File: src/hw/rtl/mrt_pkg.sv
// Shared types and constants for the mapped region table.
`timescale 1ns / 1ps

package mrt_pkg;

  localparam int NumRegionsDefault = 16;
  localparam int PageShiftDefault  = 12;

  localparam int AddrW  = 38;
  localparam int EndW   = 39;
  localparam int OffW   = 32;
  localparam int PfoW   = 39;
  localparam int ProtW  = 3;
  localparam int SlotW  = 4;
  localparam int StatW  = 3;
  localparam int PermW  = 5;

  localparam int InDataW  = 120;
  localparam int OutDataW = 136;

  // Protection bits of a request.
  localparam int ProtRBit = 0;
  localparam int ProtWBit = 1;
  localparam int ProtXBit = 2;

  // Page table permission bits.
  localparam logic [PermW-1:0] PermU  = 5'h10;
  localparam logic [PermW-1:0] PermR  = 5'h02;
  localparam logic [PermW-1:0] PermWr = 5'h04;
  localparam logic [PermW-1:0] PermX  = 5'h08;

  typedef enum logic [1:0] {
    KIND_MAP    = 2'd0,
    KIND_UNMAP  = 2'd1,
    KIND_LOOKUP = 2'd2,
    KIND_CLEAR  = 2'd3
  } kind_e;

  typedef enum logic [StatW-1:0] {
    ST_OK        = 3'd0,
    ST_NO_FREE   = 3'd1,
    ST_OVERLAP   = 3'd2,
    ST_NOT_FOUND = 3'd3,
    ST_DENIED    = 3'd4
  } status_e;

  typedef enum logic [1:0] {
    S_IDLE,
    S_WALK,
    S_DRAIN
  } state_e;

  // Request token that walks the chain, collecting the first hits.
  typedef struct packed {
    logic             valid;
    kind_e            kind;
    logic [AddrW-1:0] addr;
    logic [EndW-1:0]  addr_end;
    logic [ProtW-1:0] prot;
    logic             has_file;
    logic [OffW-1:0]  map_offset;
    logic             is_write;
    logic             free_found;
    logic [SlotW-1:0] free_slot;
    logic             hit;
    logic [SlotW-1:0] hit_slot;
    logic [AddrW-1:0] m_start;
    logic [EndW-1:0]  m_end;
    logic [ProtW-1:0] m_prot;
    logic             m_file;
    logic [OffW-1:0]  m_offset;
  } tok_t;

  // Write of a new region into the cell that reserved itself.
  typedef struct packed {
    logic             valid;
    logic [AddrW-1:0] start;
    logic [EndW-1:0]  end_addr;
    logic [ProtW-1:0] prot;
    logic             has_file;
    logic [OffW-1:0]  offset;
  } commit_t;

  typedef struct packed {
    logic cand;
  } cell_stat_t;

endpackage

File: src/hw/rtl/mrt_cell.sv
// One slot of the region table and its stage of the request chain.
`timescale 1ns / 1ps

module mrt_cell #(
  parameter int CellIdx = 0
) (
  input  logic                 clk_i,
  input  logic                 rst_ni,
  input  mrt_pkg::tok_t        tok_i,
  input  mrt_pkg::commit_t     commit_i,
  output mrt_pkg::tok_t        tok_o,
  output mrt_pkg::cell_stat_t  stat_o
);

  localparam logic [mrt_pkg::SlotW-1:0] SlotId = mrt_pkg::SlotW'(CellIdx);

  logic                        used_q, used_d;
  logic                        cand_q, cand_d;
  mrt_pkg::tok_t               tok_q, tok_d;
  logic [mrt_pkg::AddrW-1:0]   start_q;
  logic [mrt_pkg::EndW-1:0]    end_q;
  logic [mrt_pkg::ProtW-1:0]   prot_q;
  logic                        file_q;
  logic [mrt_pkg::OffW-1:0]    offset_q;

  logic [mrt_pkg::EndW-1:0]    addr_x;
  logic                        overlap;
  logic                        covers;

  assign addr_x  = {1'b0, tok_i.addr};
  assign overlap = (addr_x < end_q) && (tok_i.addr_end > {1'b0, start_q});
  assign covers  = (tok_i.addr >= start_q) && (addr_x < end_q);

  always_comb begin
    tok_d  = tok_i;
    used_d = used_q;
    cand_d = cand_q;
    if (tok_i.valid) begin
      cand_d = 1'b0;
      unique case (tok_i.kind)
        mrt_pkg::KIND_MAP: begin
          if (!used_q && !tok_i.free_found) begin
            tok_d.free_found = 1'b1;
            tok_d.free_slot  = SlotId;
            cand_d           = 1'b1;
          end
          if (used_q && overlap && !tok_i.hit) begin
            tok_d.hit      = 1'b1;
            tok_d.hit_slot = SlotId;
          end
        end
        mrt_pkg::KIND_UNMAP: begin
          if (used_q && (start_q == tok_i.addr) && !tok_i.hit) begin
            used_d         = 1'b0;
            tok_d.hit      = 1'b1;
            tok_d.hit_slot = SlotId;
          end
        end
        mrt_pkg::KIND_LOOKUP: begin
          if (used_q && covers && !tok_i.hit) begin
            tok_d.hit      = 1'b1;
            tok_d.hit_slot = SlotId;
            tok_d.m_start  = start_q;
            tok_d.m_end    = end_q;
            tok_d.m_prot   = prot_q;
            tok_d.m_file   = file_q;
            tok_d.m_offset = offset_q;
          end
        end
        mrt_pkg::KIND_CLEAR: begin
          used_d = 1'b0;
        end
        default: begin
          used_d = used_q;
        end
      endcase
    end else if (commit_i.valid && cand_q) begin
      used_d = 1'b1;
    end
  end

  always_ff @(posedge clk_i or negedge rst_ni) begin
    if (!rst_ni) begin
      used_q <= 1'b0;
      cand_q <= 1'b0;
      tok_q  <= '0;
    end else begin
      used_q <= used_d;
      cand_q <= cand_d;
      tok_q  <= tok_d;
    end
  end

  always_ff @(posedge clk_i) begin
    if (commit_i.valid && cand_q) begin
      start_q  <= commit_i.start;
      end_q    <= commit_i.end_addr;
      prot_q   <= commit_i.prot;
      file_q   <= commit_i.has_file;
      offset_q <= commit_i.offset;
    end
  end

  assign tok_o       = tok_q;
  assign stat_o.cand = cand_q;

endmodule

File: config.mk
export PLATFORM = sky130hd
export DESIGN_NAME = mrt_cell
export DESIGN_NICKNAME = d
export VERILOG_FILES = /design/src/hw/rtl/mrt_pkg.sv /design/src/hw/rtl/mrt_cell.sv
export SDC_FILE = /design/constraint.sdc
export NUM_CORES = 1
export LEC_CHECK = 0
export ABC_AREA = 1
export BUFFER_PORTS_ARGS = -buffer_cell sky130_fd_sc_hd__clkbuf_2
export CORE_AREA = 5 5 232 234
export CTS_CLUSTER_SIZE = 16
export DETAILED_ROUTE_END_ITERATION = 8
export DIE_AREA = 0 0 237 239
export GPL_TIMING_DRIVEN = 0
export MAX_ROUTING_LAYER = met4
export PLACE_DENSITY = 0.61
export SYNTH_ARGS = -nofsm -noshare
export SYNTH_HDL_FRONTEND = slang
export SYNTH_SLANG_ARGS = --single-unit
File: constraint.sdc
create_clock -name clk_i -period 7.1 [get_ports clk_i]
set_input_delay 1.065 -clock clk_i [delete_from_list [all_inputs] [get_ports clk_i]]
set_output_delay 1.065 -clock clk_i [all_outputs]
set_load 0.02 [all_outputs]
==> flow_summary.json, run 1 <==
{
  "outcome": "finished clean",
  "grt_first_pass_wirelength_mm": 69.6,
  "synthCells": 1211,
  "clockBufferDepth": 3,
  "synth_simple_gate_area_frac": 0.125,
  "cts_tree": "yes",
  "drc": 0,
  "nets": 2321,
  "dieArea_mm2": 0.0566,
  "cts_sinks": 355,
  "yosysWarnings": 0,
  "crit_type": "in2reg",
  "clockRootBuffer": "clkbuf_16",
  "cap_violations": 0,
  "io_buffers": 596,
  "setup_ws_ns": 3.47,
  "clk_pin_slew_ns": 0.06,
  "finalClockSkew_ns": 0.0206,
  "worst_path_largest_cell_delay_ns": 0.41,
  "critPathArrivalTime_ns": 4.05,
  "die_width_um": 237,
  "period_share": 0.511,
  "r2r-start": "start_q[27]",
  "drt-pass1-iter-count": 5,
  "numCtsBuffers": 40,
  "synth_top_family_by_area": "simple AND/OR/NAND/NOR gates",
  "dp.cells": 2498,
  "layout-drive-gt1-share": 0.377,
  "holdBufCountCts": 0,
  "fin_util": 0.374,
  "pre_cts_ws_ns": 2.65,
  "layout.cells.non_filler": 2576,
  "fmax_mhz": 276,
  "track_usage": 0.168,
  "synth_nets": 1680,
  "worstMarginPinSlew_ns": 0.825,
  "leakagePower_nw": 10.0,
  "initial_core_util": 0.273,
  "post_drt_wl_per_cell_um": 18.7,
  "htreeDepth": 2,
  "dieHeight_um": 239,
  "ys_ff_latch": 355,
  "synth.top_cell.area_share": 0.429,
  "r2r_cells": 15,
  "hpwl_mm": 39.3,
  "fillers": 5100,
  "num_rows": 84,
  "avgViaCountPerCell": 4.22,
  "post-cts-setup-buffers": 0,
  "grt_pass1_vias": 11315,
  "required_ns": 7.52,
  "antenna_found_initial": 5,
  "cp-endpoint": "tok_o[47]",
  "synth_compound_area_frac": 0.0572,
  "synthXorXnorAreaFrac": 0,
  "synthDistinctLibCells": 31,
  "setup_viol": 0,
  "syn_area_per_cell_um2": 11.7,
  "area.growth.synth_to_final_pct": 37.0,
  "cp-end-kind": "register",
  "rsz0062_at_grt": "false",
  "ir_drop_uv": 180,
  "hold_violations": 0,
  "place.gp.congestion": 0.875,
  "cp_slowest_cell": "nor2_1",
  "synth.largest_area_cell": "dfrtp_1",
  "path_cells": "clkbuf_2 > ha_1 > nand2_1 > nor2_1 > nand2_1 > nor2_1 > nand3_1 > nand2_1 > nor2_1 > nand3_2 > nand3_2 > nor2_4 > inv_2 > clkbuf_1 > o21ai_1",
  "clk_latency_ns": 0.56,
  "routed_wl_mm": 48.2,
  "rrSetupSlack_ns": 3.67,
  "drtIter0Drc": 390,
  "critPathLaunchType": "primary input",
  "syn_area_mm2": 0.0141,
  "fin_crit_ns": 3.63,
  "worstReg2RegEnd": "tok_o[47]",
  "maxSlewViolCount": 0,
  "ys_seq_area_frac": 0.669,
  "max-slew-margin-rel": 0.450,
  "critPathLaunch": "tok_i[228]",
  "synthMuxAreaShare": 0,
  "synth_area_leaders": "dfrtp_1 43%, edfxtp_1 24%, ha_1 10%, nand2_1 9.7%, inv_1 3.4%",
  "coreArea_mm2": 0.0518,
  "vias": 10882,
  "grt-ovfl-total": 0,
  "ctsResizeCount": 0,
  "grt_max_degree": 116,
  "hold_class": "in2async",
  "powerDensity_mw_per_mm2": 245,
  "synthAdderAreaFrac": 0.100,
  "cp_max_fo": 10,
  "drtAntennaViolNets": 0,
  "io_pins": 597
}
==> where the power goes <==
part           leakage [nW]  internal [mW]  total [mW]  switching (mW)
Sequential             3.84           2.20        2.23          0.0263
Clock                 0.623           1.17        1.99           0.826
Combinational          5.58          0.188       0.519           0.330
Total                  10.0           3.56        4.74            1.18
==> logic make-up after synthesis <==
group | Yosys count
AND/OR/NAND/NOR | 450
flip-flops | 355
buffers and inverters | 154
AO/OA/AOI/OAI | 139
adder cells (fa/ha/maj) | 113
==> sequential cells by signal (all words and copies together), names as in the netlist <==
register  flops
tok_o       240
end_q        39
start_q      38
offset_q     32
prot_q        3
file_q        1
stat_o        1
used_q        1
==> synth_stat cells <==
master,count
a31oi_1,2
nor2_4,1
o21ai_0,14
nand2_1,366
edfxtp_1,113
or2_1,1
nor3_1,1
ha_1,113
buf_2,5
o21a_1,1
nand3_2,3
buf_6,12
nand3b_1,2
and2_1,2
o211ai_1,1
a21o_1,4
nor4_1,1
inv_1,129
o21bai_1,2
clkbuf_1,5
nor2_2,3
buf_4,2
nand3_1,17
nand4_1,2
and3_1,1
nor2_1,50
o21ai_1,46
o21ai_2,24
a21oi_1,45
inv_2,1
dfrtp_1,242
==> metal layers <==
| layer | wire length, um | global-route usage |
|---|---|---|
| met1 | 19700 | 0.206 |
| met2 | 24500 | 0.283 |
| met3 | 3060 | 0.0383 |
| met4 | 934 | 0.0420 |
| met5 | 0 | - |
==> worst min-delay path by stage <==
stage / to / start / depth (start not counted)
floorplan: tok_o[0] / offset_q[0] / 2
global placement: tok_o[8] / offset_q[8] / 2
detailed placement: tok_o[21] / offset_q[21] / 2
CTS: tok_o[215] / rst_ni / 1
global route: tok_o[215] / rst_ni / 1
finish: tok_o[215] / rst_ni / 1
==> area by class of cell <==
| cell class | instances | area (um^2) | area share |
|---|---|---|---|
| flip-flops and latches | 355 | 9450 | 0.488 |
| well taps | 688 | 861 | 0.0445 |
| clock buffers | 55 | 1100 | 0.0567 |
| diodes | 5 | 12.5 | 0.000646 |
| clock inverters | 18 | 183 | 0.00944 |
| multi-input cells | 702 | 3990 | 0.206 |
| inverters | 130 | 493 | 0.0255 |
| repair buffers | 599 | 3070 | 0.159 |
| plain buffers | 24 | 194 | 0.0100 |
==> stage by stage <==
step	hold slack (ns)	instance area [um^2]	power [mW]	setup TNS, ns
after floorplan	0.425	14100	2.50	0
after global placement	0.430	18000	2.78	-8.57
after detailed placement	0.436	18100	2.79	0
after CTS	0.378	19300	4.81	0
after global routing	0.403	19400	4.95	0
final	0.402	19400	4.74	0
==> critical path: cells and delay by family <==
kind,cells,cell delay [ns]
AND/OR/NAND/NOR,10,1.62
buffers and inverters,3,0.62
AO/OA/AOI/OAI,1,0.41
adder cells (fa/ha/maj),1,0.30
==> cells in the final DEF, fill, tap and decap left out, drive strengths merged <==
cell,instances
nand4,2
clkinvlp,1
and2,2
diode,5
bufinv,2
o21a,1
a21oi,45
ha,113
nor4,1
or2,1
dfrtp,242
edfxtp,113
o21ai,84
and3,1
inv,132
nand3b,2
a31oi,2
o211ai,1
nor2,54
o21bai,2
nand3,20
clkinv,13
a21o,4
buf,22
clkbuf,656
nand2,366
nor3,1
Power figures use the tool's default switching activity.
==> inputs of run 2 (changes only) <==
--- a/config.mk
+++ b/config.mk
@@ -13,7 +13,7 @@
 export DIE_AREA = 0 0 237 239
 export GPL_TIMING_DRIVEN = 0
 export MAX_ROUTING_LAYER = met4
-export PLACE_DENSITY = 0.61
+export PLACE_DENSITY = 0.63
 export SYNTH_ARGS = -nofsm -noshare
 export SYNTH_HDL_FRONTEND = slang
 export SYNTH_SLANG_ARGS = --single-unit
==> constraint.sdc (replaced) <==
create_clock -name clk_i -period 3.3 [get_ports clk_i]
set_input_delay 0.495 -clock clk_i [delete_from_list [all_inputs] [get_ports clk_i]]
set_output_delay 0.495 -clock clk_i [all_outputs]
set_load 0.02 [all_outputs]
==> run 2 against run 1 <==
Combinational power increased by 120%. Worst hold slack got worse by 0.35 ns. Utilization about the same. Clock skew decreased by 0.0039 ns. Critical path type is now reg2reg. Total power increased by 110%. Global-route usage increased by 0.17 points. Flip-flop and latch count unchanged. Via count decreased by 0.44%. Wire length increased by 0.77%. Die area unchanged.
==> flow_summary.json, run 2 (synthesis gave the netlist of run 1 again) <==
{
  "final_area_mm2": 0.0193,
  "htreeDepth": 2,
  "outcome": "finished clean",
  "powerDensity_mw_per_mm2": 524,
  "fmax_mhz": 331,
  "largest_reg_flops": 240,
  "coreArea_mm2": 0.0518,
  "num_rows": 84,
  "clockBufferDepth": 3,
  "cap_violations": 0,
  "min_to": "tok_o[144]",
  "dieArea_mm2": 0.0566,
  "final_common_cell": "clkbuf_2",
  "grt_first_pass_wirelength_mm": 70.3,
  "vias": 10834,
  "p_clk_frac": 0.416,
  "grt_pass1_vias": 11523,
  "grt-ovfl-total": 0,
  "cp-end-kind": "register",
  "leakagePower_nw": 10.0,
  "fin_util": 0.373,
  "worstReg2RegEnd": "tok_o[30]",
  "hold_class": "in2reg",
  "drtIter0Drc": 413,
  "whs_ns": 0.0487,
  "clk_latency_ns": 0.55,
  "dpl_cell_area_mm2": 0.0181,
  "area.growth.synth_to_final_pct": 36.9,
  "grt_max_degree": 119,
  "power_switching_mw": 2.54,
  "ir_drop_uv": 359,
  "power_frac_seq": 0.474,
  "track_usage": 0.169,
  "cts_tree": "yes",
  "p_comb_frac": 0.110,
  "dieHeight_um": 239,
  "numCtsBuffers": 39,
  "io_buffers": 596,
  "required_ns": 3.70,
  "cp_max_fo": 10,
  "rsz0062_at_grt": "false",
  "drtAntennaViolNets": 0,
  "tns_ns": 0,
  "layout-drive-gt1-share": 0.378,
  "initial_core_util": 0.273,
  "clockRootBuffer": "clkbuf_16",
  "r2r_cells": 14,
  "post_drt_wl_per_cell_um": 18.8,
  "die_width_um": 237,
  "rrSetupSlack_ns": 0.28,
  "io_pins": 597,
  "pre_cts_ws_ns": -0.399,
  "drc": 0,
  "cts_sinks": 355,
  "fin_crit_ns": 3.02,
  "r2r-start": "end_q[20]",
  "place.gp.congestion": 0.879,
  "p_int_mw": 7.59,
  "critPathMostFrequentCell": "a21oi_1",
  "max-slew-margin-rel": 0.584,
  "finalClockSkew_ns": 0.0166,
  "switching_share": 0.251,
  "worst_path_largest_cell_delay_ns": 0.37,
  "antenna_found_initial": 5,
  "crit_type": "reg2reg",
  "hold_violations": 0,
  "final_cell_mix": "599 x clkbuf_2, 366 x nand2_1, 242 x dfrtp_1",
  "setup_viol": 0,
  "cp_slowest_cell": "edfxtp_1",
  "min_delay_path_depth": 1,
  "avgViaCountPerCell": 4.20,
  "drt-pass1-iter-count": 5,
  "critPathLaunchType": "register",
  "hpwl_mm": 39.7,
  "period_share": 0.916,
  "setup_ws_ns": 0.276,
  "path_cells": "inv_1 > ha_1 > a21oi_1 > o21ai_0 > a21oi_1 > nand3_1 > a21oi_1 > nand3_2 > nor2_4 > inv_2 > buf_6 > buf_2 > nand2_1 > nand2_1",
  "critPathArrivalTime_ns": 3.43,
  "routed_wl_mm": 48.6,
  "nets": 2322,
  "hp-start": "tok_i[144]",
  "clk_pin_slew_ns": 0.06,
  "maxSlewViolCount": 0,
  "worstMarginPinSlew_ns": 0.625
}
## run 2: changes by cell type in the layout (fill, tap and decap cells not counted), moves of 2 or more
cell / before / now
clkbuf_2: 595 / 599
clkinv_8: 3 / 0
inv_6: 3 / 5
clkbuf_1: 16 / 14
## run 2: timing repair
action / CTS / global route
hold buffers: 1 / 0
setup buffers: 0 / 1
endpoints found under the hold margin: 28 / 0
resized for setup: 5 / 3
pin swaps: 0 / 1
endpoints found under the setup margin: 102 / 37
## run 2: critical path, delay by kind of cell, from the launching register on
family | cells | cell delay, ns
AO/OA/AOI/OAI | 4 | 0.89
flip-flops | 1 | 0.37
buffers and inverters | 4 | 0.61
adder cells (fa/ha/maj) | 1 | 0.25
AND/OR/NAND/NOR | 5 | 0.73
## run 2: worst max-delay path by stage
stage / endpoint / cells after the start / start
2_1_floorplan: end_q[0] / 2 / commit_i[113]
3_3_place_gp: tok_o[52] / 1 / rst_ni
3_5_place_dp: tok_o[78] / 15 / tok_i[226]
4_1_cts: tok_o[82] / 15 / start_q[35]
5_1_grt: tok_o[79] / 17 / start_q[35]
6_report: tok_o[30] / 14 / end_q[20]
## run 2: power by group through the flow
stage	registers [mW]	logic [mW]	clock network, mW
floorplan	5.09	0.281	0
global placement	4.88	1.10	0
detailed placement	4.88	1.13	0
CTS	4.80	1.14	4.33
global route	4.81	1.24	4.52
finish	4.79	1.12	4.21
## run 2: final cells by class
cell class / instances / area, um^2
fillers: 5108 / 32500
flip-flops and latches: 355 / 9450
multi-input cells: 702 / 4000
repair buffers: 601 / 3090
clock buffers: 58 / 1120
well taps: 688 / 861
inverters: 130 / 493
plain buffers: 24 / 200
clock inverters: 14 / 109
diodes: 5 / 12.5
## run 2: through the flow
| step | cells | total power [mW] |
|---|---|---|
| floorplan | 1211 | 5.37 |
| global placement | 2495 | 5.98 |
| detailed placement | 2498 | 6.01 |
| CTS | 2571 | 10.3 |
| global route | 2576 | 10.6 |
| finish | 2577 | 10.1 |
## run 2: metal layers
layer / GRT usage / vias to the layer above / wire, um
met2: 0.287 / 358 / 24400
met5: - / - / 0
li1: - / 5241 / -
met1: 0.208 / 5173 / 20200
met3: 0.0363 / 62 / 2930
met4: 0.0409 / 0 / 1020
